<file path="src/rtl/mtli_pkg.sv">
// Shared types and constants for the clamped table interpolator.
`timescale 1ns / 1ps

package mtli_pkg;

    localparam int LEN_W  = 7;
    localparam int SLOT_W = 6;

    localparam logic [LEN_W-1:0] LEN_RESET = 7'd64;

    localparam logic REQ_LOAD  = 1'b0;
    localparam logic REQ_QUERY = 1'b1;

    typedef enum logic [3:0] {
        ST_IDLE,
        ST_DECODE,
        ST_WALK_RD,
        ST_WALK_CMP,
        ST_EDGE_RD,
        ST_EDGE_CAP,
        ST_PAIR_RD,
        ST_PAIR_CAP,
        ST_PREV_CAP,
        ST_PREP,
        ST_MUL,
        ST_DIV_INIT,
        ST_DIV,
        ST_FINISH,
        ST_OUT
    } state_t;

    typedef enum logic [1:0] {
        RD_WALK,
        RD_EDGE,
        RD_PAIR,
        RD_PREV
    } rd_sel_t;

    typedef struct packed {
        logic    accept;
        logic    write;
        logic    step;
        rd_sel_t rd_sel;
        logic    cap_xn;
        logic    cap_edge;
        logic    cap_pair;
        logic    cap_prev;
        logic    prep;
        logic    mul_step;
        logic    div_init;
        logic    div_step;
        logic    finish;
        logic    out_load;
    } dp_cmd_t;

    typedef struct packed {
        logic is_query;
        logic ptr_ge_len;
        logic ptr_zero;
        logic x_ge;
        logic den_zero;
        logic iter_last;
        logic out_free;
    } dp_status_t;

endpackage

</file>
<file path="src/rtl/mtli_ctrl.sv">
// Sequencer: walks the interval pointer, fetches breakpoints, runs multiply and divide.
`timescale 1ns / 1ps

module mtli_ctrl (
    input  logic                 aclk,
    input  logic                 aresetn,
    input  logic                 s_valid,
    output logic                 s_ready,
    input  mtli_pkg::dp_status_t status,
    output mtli_pkg::dp_cmd_t    cmd
);

    import mtli_pkg::*;

    state_t state_reg;
    state_t state_next;

    always_ff @(posedge aclk) begin
        if (!aresetn) begin
            state_reg <= ST_IDLE;
        end else begin
            state_reg <= state_next;
        end
    end

    always_comb begin
        state_next = state_reg;
        cmd        = '0;
        cmd.rd_sel = RD_WALK;
        s_ready    = 1'b0;

        unique case (state_reg)
            ST_IDLE: begin
                s_ready = 1'b1;
                if (s_valid) begin
                    cmd.accept = 1'b1;
                    state_next = ST_DECODE;
                end
            end
            ST_DECODE: begin
                if (status.is_query) begin
                    state_next = ST_WALK_RD;
                end else begin
                    cmd.write  = 1'b1;
                    state_next = ST_IDLE;
                end
            end
            ST_WALK_RD: begin
                if (status.ptr_ge_len) begin
                    state_next = ST_EDGE_RD;
                end else begin
                    cmd.rd_sel = RD_WALK;
                    state_next = ST_WALK_CMP;
                end
            end
            ST_WALK_CMP: begin
                if (status.x_ge) begin
                    cmd.step   = 1'b1;
                    state_next = ST_WALK_RD;
                end else begin
                    cmd.cap_xn = 1'b1;
                    state_next = status.ptr_zero ? ST_EDGE_RD : ST_PAIR_RD;
                end
            end
            ST_EDGE_RD: begin
                cmd.rd_sel = RD_EDGE;
                state_next = ST_EDGE_CAP;
            end
            ST_EDGE_CAP: begin
                cmd.cap_edge = 1'b1;
                state_next   = ST_OUT;
            end
            ST_PAIR_RD: begin
                cmd.rd_sel = RD_PAIR;
                state_next = ST_PAIR_CAP;
            end
            ST_PAIR_CAP: begin
                cmd.cap_pair = 1'b1;
                cmd.rd_sel   = RD_PREV;
                state_next   = ST_PREV_CAP;
            end
            ST_PREV_CAP: begin
                cmd.cap_prev = 1'b1;
                state_next   = ST_PREP;
            end
            ST_PREP: begin
                cmd.prep   = 1'b1;
                state_next = status.den_zero ? ST_OUT : ST_MUL;
            end
            ST_MUL: begin
                cmd.mul_step = 1'b1;
                if (status.iter_last) begin
                    state_next = ST_DIV_INIT;
                end
            end
            ST_DIV_INIT: begin
                cmd.div_init = 1'b1;
                state_next   = ST_DIV;
            end
            ST_DIV: begin
                cmd.div_step = 1'b1;
                if (status.iter_last) begin
                    state_next = ST_FINISH;
                end
            end
            ST_FINISH: begin
                cmd.finish = 1'b1;
                state_next = ST_OUT;
            end
            ST_OUT: begin
                if (status.out_free) begin
                    cmd.out_load = 1'b1;
                    state_next   = ST_IDLE;
                end
            end
            default: begin
                state_next = ST_IDLE;
            end
        endcase
    end

endmodule

</file>
<file path="config.mk">
export PLATFORM = sky130hd
export DESIGN_NAME = mtli_ctrl
export DESIGN_NICKNAME = d
export VERILOG_FILES = /design/src/rtl/mtli_pkg.sv /design/src/rtl/mtli_ctrl.sv
export SDC_FILE = /design/constraint.sdc
export NUM_CORES = 1
export LEC_CHECK = 0
export BUFFER_PORTS_ARGS = -buffer_cell sky130_fd_sc_hd__buf_2
export CORE_AREA = 2 2 39 41
export CTS_CLUSTER_DIAMETER = 50
export DETAILED_ROUTE_END_ITERATION = 8
export DIE_AREA = 0 0 41 43
export HOLD_SLACK_MARGIN = 0.05
export PLACE_DENSITY_LB_ADDON = 0.08
export SLEW_MARGIN = 10
export SYNTH_ARGS = -nofsm -noshare
export SYNTH_HDL_FRONTEND = slang
export SYNTH_SLANG_ARGS = --single-unit
</file>
<file path="constraint.sdc">
create_clock -name aclk -period 1.79 [get_ports aclk]
set_input_delay 0.0895 -clock aclk [delete_from_list [all_inputs] [get_ports aclk]]
set_output_delay 0.0895 -clock aclk [all_outputs]
set_load 0.01 [all_outputs]
</file>
* Word level (Yosys, flattened, before mapping)
Index checks and enable logic that the tools add are counted.
Widths: inputs -> output; s select.
** Word-level totals
- Register bits after elaboration :: 4
- Logic and storage cells :: 52
** Cells by class
- Equal/unequal tests :: 18
- Mux-type cells :: 30
- Reductions and logical operators :: 3
** Operators with widths (count)
- $pmux 4 s14 :: 1
- $eq 4x4->1 const B :: 7
- $mux 1 :: 19
- $eq 4x3->1 const B :: 4
- $mux 4 :: 4
- $mux 3 :: 3
- $eq 4x2->1 const B :: 2
- $ne 2x2->1 const B :: 4
- $pmux 2 s3 :: 1
- $eq 4x1->1 const B :: 1
- $logic_not 4->1 :: 1
- $mux 2 :: 2
- $reduce_and 4->1 :: 1
- $reduce_or 2->1 :: 1

* Depth between registers and ports, before layout
Gate-level depths: netlist of the first run.
- Depth in word-level cells :: 3
- Depth in mapped cells :: 5
- Mapped depth without buffers :: 4

* Least setup slack after synthesis of the first run
Ideal clock, no wire load.
- Path kind :: register -> register
- Start :: reg state_reg[2]
- End :: reg state_reg[1]
- Setup time :: 0.127 ns
- Arrival :: 1.037 ns
- Setup slack :: 0.626 ns
- Cell stages (with the launch flop) :: 6
- Clock period less this slack :: 1.164 ns
- Path through :: dfxtp_1 > or2_1 > buf_4 > o31ai_2 > a21o_1 > o22ai_1
** On the way
- Word-level cells in the longest chain between the ends :: 3
- Elaborated cells on any way between the ends :: 22
- Classes of those cells :: eq/ne (18); mux (1); reduce/logical (3)
** RTL lines
- start: declaration :: RTL line mtli_ctrl.sv:15 : state_t state_reg;
- start signal: assignment :: RTL line mtli_ctrl.sv:22 : state_reg <= state_next;
- $eq 4x4->1, or another cell as far along :: RTL line mtli_ctrl.sv:32 : unique case (state_reg)
- $reduce_or 2->1 (no line) / $ne 2x2->1 (equally long branches)
- $pmux 4 s14 / $reduce_and 4->1 (equally long branches)
Several ways; a longest one is shown, not always the timed one.
A chain may end at the register's enable or synchronous reset.

==> results of run 1 <==
==> Yosys cell counts (2+ instances only) <==
library cell,n
nor2_1,13
or2_1,2
inv_2,2
o22ai_1,2
buf_4,3
o21ai_0,3
dfxtp_1,4
inv_1,3
nand2_1,4
buf_2,2
o31ai_2,2
nand2b_1,4
nor2b_1,2
nor3_1,5
==> cells by family (layout without fill, tap and decap cells) <==
group,Yosys count,in the layout
AO/OA/AOI/OAI,16,16
buffers and inverters,10,36
flip-flops,4,4
multiplexers,1,1
AND/OR/NAND/NOR,38,38
==> cell type report <==
class,count,area [µm²]
sequential,4,80.1
timing repair buffer,28,148
clock buffer,3,22.5
inverter,5,18.8
tap,16,20.0
fill,148,747
multi-input combinational,55,348
==> through the flow <==
step	area (µm²)	cells	setup slack [ns]	power [W]	utilization
4_1_cts	637	111	0.177	0.000517	0.460
3_5_place_dp	614	108	0.314	0.000399	0.444
6_report	637	111	0.180	0.000515	0.460
3_3_place_gp	614	108	0.339	0.000401	0.444
5_1_grt	637	111	0.105	0.000553	0.460
2_1_floorplan	479	69	0.626	0.000330	-
==> routing by layer <==
metal | vias to the layer above | GRT usage | wire length [µm]
li1 | 297 | - | -
met1 | 251 | 0.253 | 614
met2 | 29 | 0.272 | 615
met3 | 2 | 0.0471 | 94
met4 | 0 | 0.0600 | 10
met5 | - | 0 | 0
==> worst max-delay path by stage <==
stage	cells after the start	startpoint	endpoint	slack, ns
2_1_floorplan	5	state_reg[2]$_SDFFE_PN0P_	state_reg[1]$_SDFFE_PN0P_	0.63
4_1_cts	4	state_reg[2]$_SDFFE_PN0P_	cmd[14]	0.18
5_1_grt	4	state_reg[2]$_SDFFE_PN0P_	cmd[14]	0.10
3_5_place_dp	4	state_reg[2]$_SDFFE_PN0P_	state_reg[2]$_SDFFE_PN0P_	0.31
6_report	4	state_reg[2]$_SDFFE_PN0P_	cmd[14]	0.18
3_3_place_gp	4	state_reg[2]$_SDFFE_PN0P_	state_reg[2]$_SDFFE_PN0P_	0.34
==> where the power goes <==
group          internal (W)  switching (W)
Sequential         0.000104      0.0000440
Combinational      0.000112       0.000142
Clock             0.0000750      0.0000377
Total              0.000291       0.000223
==> metrics.md, run 1 <==
| Metric | Value |
|---|---|
| Initial antenna violation count | `0` |
| CP required | `1.70 ns` |
| Clock Path Buffers | `2` |
| EDFF count, synth | `0` |
| Largest family of logic cells by synthesized area | `simple AND/OR/NAND/NOR gates` |
| RSZ-0062 raised after global routing | `no` |
| Xor/xnor share of the synthesized area | `0` |
| Final Cycle Share | `0.899` |
| Die Ht | `approximately 43 µm` |
| Top Ports | `26` |
| Synth warn | `0` |
| N_diodes | `0` |
| Slowest stage cell, crit path | `dfxtp_1` |
| Crit path DAT | `1.52 ns` |
| Final hold violation count | `0` |
| Hold depth | `2` |
| H-tree depth | `1` |
| Row count | `14` |
| Yosys top cell area share | `0.167` |
| Max FFs per register | `4` |
| CP peak stage delay | `0.58 ns` |
| WHS | `between 0.1 and 0.15 ns` |
| Post-Syn Area | `about 480 µm²` |
| DRC violations left | `0` |
| Synthesized netlist net count | `between 70 and 80` |
| Synth area leaders | `dfxtp_1 17%, nor2_1 10%, nand2b_1 5.2%, nor3_1 5.2%, o31ai_2 5.2%` |
| Minimum clock period after layout | `1.61 ns` |
| Top FF cell, synth | `dfxtp_1` |
| Kind of critical path | `reg2out` |
| Share of layout cells above drive strength 1 | `0.421` |
| R2R depth | `4` |
| Hold EP | `state_reg[3]$_SDFFE_PN0P_` |
| DRT antenna net count | `0` |
| Vias/cell | `approximately 5.2` |
| CP Capture Type | `primary output` |
| Largest net degree at the start of global routing | `14` |
| Yosys cell types | `32` |
| First-pass GRT wire length | `roughly 2200 µm` |
| DP HPWL | `between 1000 and 1500 µm` |
| Post-synthesis compound-gate area fraction | `0.266` |
| Hold_buf cts | `0` |
| Worst Hold Class | `in2reg` |
| Crit path max-delay family | `flip-flops` |
| Synth Register Bits | `4` |
| Placer Congestion | `~0.79` |
| Clk slew on worst S/H paths | `approximately 0.040 ns` |
| Vias in the first global route | `about 500` |
| Nets | `around 110` |
| Post-CTS setup buffer count | `0` |
| Pwr per Cell Area | `a little over 800 nW/µm²` |
| Clk Latency, worst-skew pair | `0.24 ns` |
| Top fanout value on the critical path | `13` |
| Die Area | `1760 µm²` |
| Relative slew margins | `0.703` |
| Commonest non-fill, non-tap cell in the layout | `buf_2` |
| R2r setup slk | `roughly 0.26 ns` |
| CTS resizes | `0` |
| Worst-path cell chain | `or2_1 > nor2_1 > and2_1 > buf_2` |
| Buffers on Ports | `25` |
| Mux share of post-synthesis cell area | `0.0209` |
| Post-synth ARST share | `0` |
| Remaining Overflow, GRT | `0` |
| Cts bufs inserted | `3` |
| Starting Density | `0.346` |
| CTS Sinks | `4` |
| Drt first pass iters | `4` |
| CTS tree | `yes` |
| Max Freq | `0.621 GHz` |
| Reg2reg start | `state_reg[2]$_SDFFE_PN0P_` |
| Reg2Reg Capture Point | `state_reg[1]$_SDFFE_PN0P_` |
| Via count | `about 580` |
| Sequential fraction of the synthesis area | `0.167` |
| Simple-gate share of the synthesized area | `0.439` |
| Post-synth top area cell | `dfxtp_1` |
| Most frequent cells in the layout | `25 x buf_2, 13 x nor2_1, 5 x nor3_1` |
| Synthesized instance count | `69` |
| Clock Skew | `~0.0025 ns` |
| Synth Area in Adders | `0` |
| Overall Global Routing Usage | `0.185` |
| CTS Root Cell | `clkbuf_4` |
| Maximum VDD drop | `0.417 mV` |
| Max Cap Viol | `0` |
| Area grow syn2layout | `32.9%` |
| DR iter-0 viols | `12` |
| Final setup vio count | `0` |
| Status | `finished clean` |
| Slew @ Worst Pin | `0.445 ns` |
| Avg Cell Area, Syn | `approximately 6.9 µm²` |
| WL/cell | `12.0 µm` |
| Die X-Extent | `about 41 µm` |
| Leak Pwr | `0.297 nW` |
| Core Region | `around 1400 µm²` |
| WL final | `about 1300 µm` |
| Setup TNS Final | `0 ns` |
| Fin. max-slew vios | `0` |
| Hold path start | `aresetn` |
| Critical Path Source Type | `register` |
| CP bufs+invs | `1` |
No activity file was read; power rests on OpenSTA's default activity.
==> run 2: changes to the inputs <==
==> constraint.sdc (replaced) <==
create_clock -name aclk -period 1.75 [get_ports aclk]
set_input_delay 0.0875 -clock aclk [delete_from_list [all_inputs] [get_ports aclk]]
set_output_delay 0.0875 -clock aclk [all_outputs]
set_load 0.01 [all_outputs]
==> metrics.md, run 2 (synthesis gave the netlist of run 1 again) <==
| Metric | Value |
|---|---|
| Drt first pass iters | `4 (unchanged)` |
| Hold_buf cts | `0 (unchanged)` |
| CTS resizes | `0 (unchanged)` |
| Final hold violation count | `0 (unchanged)` |
| CP required | `1.66 ns (-0.04 ns)` |
| Starting Density | `0.346 (unchanged)` |
| DRT antenna net count | `0 (unchanged)` |
| Remaining Overflow, GRT | `0 (unchanged)` |
| Slew @ Worst Pin | `0.470 ns (+0.0252 ns)` |
| Met2 Use GR | `0.297 (+0.0250)` |
| CTS tree | `yes` |
| RSZ-0062 raised after global routing | `no` |
| Max FFs per register | `4 (unchanged)` |
| Row count | `14 (unchanged)` |
| DRC violations left | `0 (unchanged)` |
| Nets | `108 (+0.93%)` |
| Pwr per Cell Area | `826 nW/µm² (+2.2%)` |
| WL final | `1400 µm (+5.2%)` |
| Critical Path Source Type | `register` |
| Via count | `577 (-0.35%)` |
| Worst Hold Class | `in2reg` |
| Cts bufs inserted | `3 (unchanged)` |
| Post-CTS setup buffer count | `0 (unchanged)` |
| Overall Global Routing Usage | `0.195 (+0.0102)` |
| Final Cycle Share | `0.933` |
| Placer Congestion | `0.791 (-0.30%)` |
| Die Area | `1760 µm² (unchanged)` |
| Worst setup path startpoint | `state_reg[2]$_SDFFE_PN0P_` |
| Non-filler cells, final | `112 (+0.90%)` |
| DR iter-0 viols | `12 (unchanged)` |
| Gr busiest metal | `met2` |
| Vias in the first global route | `552 (+8.9%)` |
| Final setup vio count | `0 (unchanged)` |
| Kind of critical path | `reg2out` |
| Setup TNS Final | `0 ns (unchanged)` |
| N_diodes | `0 (unchanged)` |
| Fin. max-slew vios | `0 (unchanged)` |
| Reg2reg start | `state_reg[2]$_SDFFE_PN0P_` |
| Initial antenna violation count | `0 (unchanged)` |
| CTS Sinks | `4 (unchanged)` |
| Buffers on Ports | `25 (unchanged)` |
| DP HPWL | `1110 µm (+8.6%)` |
| First-pass GRT wire length | `2380 µm (+7.5%)` |
| Core Region | `1380 µm² (unchanged)` |
| Met3 Resource Use GR | `0.0419 (-0.00524)` |
| CTS Root Cell | `clkbuf_4` |
| Maximum VDD drop | `0.370 mV (-11%)` |
| Clk Latency, worst-skew pair | `0.23 ns (about the same)` |
| Clock Path Buffers | `2 (unchanged)` |
| Fin worst setup slack | `0.117 ns (-0.0633 ns)` |
| Top fanout value on the critical path | `13 (unchanged)` |
| Most frequent cells in the layout | `25 x buf_2, 13 x nor2_1, 5 x nor3_1` |
| Leak Pwr | `0.301 nW (+1.5%)` |
| Relative slew margins | `0.686 (-0.0169)` |
| Area grow syn2layout | `34.5%` |
| WL/cell | `12.5 µm (+4.2%)` |
| Clock Skew | `0.000282 ns (-0.00227 ns)` |
| Hold path start | `aresetn` |
| Max Cap Viol | `0 (unchanged)` |
| Inst Count DP | `109 (+0.93%)` |
| Top Ports | `26 (unchanged)` |
| Clk slew on worst S/H paths | `0.04 ns (about the same)` |
| Minimum clock period after layout | `around 1.6 ns` |
| Share of layout cells above drive strength 1 | `0.427 (+0.00603)` |
| Largest net degree at the start of global routing | `14 (unchanged)` |
| Crit path DAT | `1.55 ns (+0.03 ns)` |
| Max Freq | `0.612 GHz` |
| GR Util met1 | `0.260 (+0.00725)` |
| Die Ht | `43 µm (unchanged)` |
| Commonest non-fill, non-tap cell in the layout | `buf_2` |
| H-tree depth | `1 (unchanged)` |
| Vias/cell | `5.15 (-1.2%)` |
| Die X-Extent | `41 µm (unchanged)` |
| CP Capture Type | `primary output` |
| Place WS | `0.262 ns (-0.0526 ns)` |
| Status | `finished clean` |
-- run 2: cell types whose count changed in the layout (fill, tap and decap cells not counted), sizes merged --
| cell | before | now |
|---|---|---|
| buf | 28 | 29 |
-- run 2: cell type report --
cell class / instances / area [µm²]
Timing Repair Buffer: 29 / 155
Multi-Input combinational cell: 55 / 348
Tap cell: 16 / 20.0
Clock buffer: 3 / 22.5
Inverter: 5 / 18.8
Fill cell: 147 / 739
Sequential cell: 4 / 80.1
-- run 2: path summary, 6_finish.rpt --
check	end	slack (ns)	cells past startpoint
worst max register to register	state_reg[0]$_SDFFE_PN0P_	0.23	4
worst max-delay path	cmd[14]	0.12	4
worst min-delay path	state_reg[3]$_SDFFE_PN0P_	0.15	2
worst min register to register	state_reg[0]$_SDFFE_PN0P_	0.71	1
-- run 2: stage by stage --
| stage | total power (W) | util | cell area, µm² | hold WS, ns |
|---|---|---|---|---|
| 6_report | 0.000532 | 0.466 | 644 | 0.147 |
| 5_1_grt | 0.000575 | 0.466 | 644 | 0.153 |
| 4_1_cts | 0.000538 | 0.466 | 644 | 0.147 |
| 3_5_place_dp | 0.000420 | 0.449 | 622 | 0.393 |
| 3_3_place_gp | 0.000418 | 0.449 | 622 | 0.395 |
| 2_1_floorplan | 0.000338 | - | 479 | 0.229 |
-- run 2: where the power goes --
part / total, W / switching [W] / internal [W]
clock network: 0.000113 / 0.0000361 / 0.0000766
logic: 0.000268 / 0.000147 / 0.000121
registers: 0.000152 / 0.0000448 / 0.000107
total: 0.000532 / 0.000228 / 0.000304
-- run 2: critical path, stage by stage (launching register included) --
cell and delay, ns:
dfxtp_1 0.60, or2_1 0.34, nor2_1 0.09, and2_1 0.16
buf_2 0.13
-- run 2: layer usage --
layer,part of all wire,vias to the layer above,wire length [µm]
li1,-,302,-
met3,0.044,0,62
met1,0.46,257,648
met2,0.49,18,692
met4,0,0,0
met5,0,-,0
==> run 3: changes to the inputs <==
--- a/config.mk
+++ b/config.mk
@@ -11,6 +11,7 @@
 export DETAILED_ROUTE_END_ITERATION = 8
 export DIE_AREA = 0 0 41 43
 export HOLD_SLACK_MARGIN = 0.05
+export MAX_ROUTING_LAYER = met4
 export PLACE_DENSITY_LB_ADDON = 0.08
 export SLEW_MARGIN = 10
 export SYNTH_ARGS = -nofsm -noshare
==> metrics.md, run 3 (synthesis gave the netlist of run 1 again) <==
| Metric | Value |
|---|---|
| Status | `finished clean` |
| Kind of critical path | `reg2out` |
| Reg2Reg Capture Point | `state_reg[0]$_SDFFE_PN0P_` |
| WL final | `1400 µm (unchanged)` |
| Top fanout value on the critical path | `13 (unchanged)` |
| CP peak stage delay | `0.60 ns (about the same)` |
| Commonest non-fill, non-tap cell in the layout | `buf_2` |
| Critical Path Source Type | `register` |
| CTS tree | `yes` |
| WL/cell | `12.5 µm (unchanged)` |
| Met2 Use GR | `0.297 (unchanged)` |
| Number of fill cells in the layout | `147 (unchanged)` |
| Share of layout cells above drive strength 1 | `0.427 (unchanged)` |
| Clk slew on worst S/H paths | `0.04 ns (about the same)` |
| CP required | `1.66 ns (about the same)` |
| CTS resizes | `0 (unchanged)` |
| Relative slew margins | `0.686 (about the same)` |
| Slew @ Worst Pin | `0.470 ns (-0.0000203 ns)` |
| Crit path max-delay family | `flip-flops` |
| Pwr per Cell Area | `826 nW/µm² (about the same)` |
| Final hold violation count | `0 (unchanged)` |
| Worst-path cell chain | `or2_1 > nor2_1 > and2_1 > buf_2` |
| Post-CTS setup buffer count | `0 (unchanged)` |
| Starting Density | `0.346 (unchanged)` |
| Maximum VDD drop | `0.370 mV (about the same)` |
| Row count | `14 (unchanged)` |
| CP bufs+invs | `1 (unchanged)` |
| Hold EP | `state_reg[3]$_SDFFE_PN0P_` |
| Max FFs per register | `4 (unchanged)` |
| DR iter-0 viols | `12 (unchanged)` |
| First-pass GRT wire length | `2390 µm (+0.59%)` |
| Reg2reg start | `state_reg[2]$_SDFFE_PN0P_` |
| Slowest stage cell, crit path | `dfxtp_1` |
| Max Cap Viol | `0 (unchanged)` |
| Hold_buf cts | `0 (unchanged)` |
| CTS Root Cell | `clkbuf_4` |
| Max Freq | `0.612 GHz (about the same)` |
| Minimum clock period after layout | `1.63 ns (-0.0000160 ns)` |
| Gr busiest metal | `met2` |
| Met3 Resource Use GR | `0.0419 (unchanged)` |
| H-tree depth | `1 (unchanged)` |
| Placer Congestion | `0.802 (+1.4%)` |
| Place WS | `0.262 ns (unchanged)` |
| Crit path DAT | `1.55 ns (about the same)` |
| Core Region | `1380 µm² (unchanged)` |
| DRT antenna net count | `0 (unchanged)` |
| CP Capture Type | `primary output` |
| RSZ-0062 raised after global routing | `no` |
| Final core occ | `0.466 (unchanged)` |
| Leak Pwr | `0.301 nW (unchanged)` |
| Via count | `577 (unchanged)` |
| Buffers on Ports | `25 (unchanged)` |
| Top Ports | `26 (unchanged)` |
| Post-route cell area | `644 µm² (unchanged)` |
| Largest net degree at the start of global routing | `14 (unchanged)` |
| Remaining Overflow, GRT | `0 (unchanged)` |
| R2R depth | `4 (unchanged)` |
| Die Ht | `43 µm (unchanged)` |
| Initial antenna violation count | `0 (unchanged)` |
| GR Util met1 | `0.264 (+0.00322)` |
| Setup TNS Final | `0 ns (unchanged)` |
| Die Area | `1760 µm² (unchanged)` |
| Final Cycle Share | `0.933 (about the same)` |
| Non-filler cells, final | `112 (unchanged)` |
| Clock Path Buffers | `2 (unchanged)` |
| Most frequent cells in the layout | `25 x buf_2, 13 x nor2_1, 5 x nor3_1` |
| Clk Latency, worst-skew pair | `0.23 ns (about the same)` |
| Hold depth | `2 (unchanged)` |
| Drt first pass iters | `4 (unchanged)` |
| CTS Sinks | `4 (unchanged)` |
| Worst Hold Class | `in2reg` |
| DRC violations left | `0 (unchanged)` |
| R2r setup slk | `0.23 ns (about the same)` |
| Die X-Extent | `41 µm (unchanged)` |
| Area grow syn2layout | `34.5% (unchanged)` |
| Nets | `108 (unchanged)` |
| Fin worst setup slack | `0.117 ns (+0.0000160 ns)` |
| Hold path start | `aresetn` |
| Vias/cell | `5.15 (unchanged)` |
| Critical Path Stages | `4 (unchanged)` |
| Vias in the first global route | `550 (-0.36%)` |
| N_diodes | `0 (unchanged)` |
| Fin. max-slew vios | `0 (unchanged)` |
| DP HPWL | `1110 µm (unchanged)` |
| Overall Global Routing Usage | `0.201 (+0.00584)` |
| Inst Count DP | `109 (unchanged)` |
| Cts bufs inserted | `3 (unchanged)` |
| Placed cell area | `622 µm² (unchanged)` |
| Final setup vio count | `0 (unchanged)` |
| Clock Skew | `0.000282 ns (unchanged)` |
-- run 3: cell counts in the layout (fill, tap and decap cells not counted) --
Identical to the previous run, type by type.
-- run 3: through the flow --
stage | total power (W) | hold WS, ns
floorplan | 0.000338 | 0.229
global placement | 0.000418 | 0.395
detailed placement | 0.000420 | 0.393
CTS | 0.000538 | 0.147
global route | 0.000575 | 0.153
finish | 0.000532 | 0.147
-- run 3: worst max path at each step --
stage	from	end	slack, ns
global placement	state_reg[2]$_SDFFE_PN0P_	state_reg[2]$_SDFFE_PN0P_	0.32
floorplan	state_reg[2]$_SDFFE_PN0P_	state_reg[1]$_SDFFE_PN0P_	0.59
CTS	state_reg[2]$_SDFFE_PN0P_	cmd[14]	0.12
finish	state_reg[2]$_SDFFE_PN0P_	cmd[14]	0.12
detailed placement	state_reg[2]$_SDFFE_PN0P_	state_reg[2]$_SDFFE_PN0P_	0.26
global route	state_reg[2]$_SDFFE_PN0P_	cmd[14]	0.03
-- run 3: layer usage --
metal	wire length (µm)	vias up
li1	-	302
met4	0	0
met2	692	18
met5	0	-
met1	649	257
met3	62	0
-- run 3: area by class of cell --
cell class / instances / area [µm²] / area share
multi-input cells: 55 / 348 / 0.540
repair buffers: 29 / 155 / 0.241
flip-flops and latches: 4 / 80.1 / 0.124
clock buffers: 3 / 22.5 / 0.0350
well taps: 16 / 20.0 / 0.0311
inverters: 5 / 18.8 / 0.0291
-- run 3: report_power, final --
| part | internal (W) | switching, W |
|---|---|---|
| Combinational | 0.000121 | 0.000147 |
| Sequential | 0.000107 | 0.0000448 |
| Clock | 0.0000766 | 0.0000361 |
-- run 3: worst register-to-register path, delay by kind of cell, from the launching register on --
kind	cells	cell delay (ns)
flip-flops	1	0.60
AND/OR/NAND/NOR	1	0.34
AO/OA/AOI/OAI	3	0.49
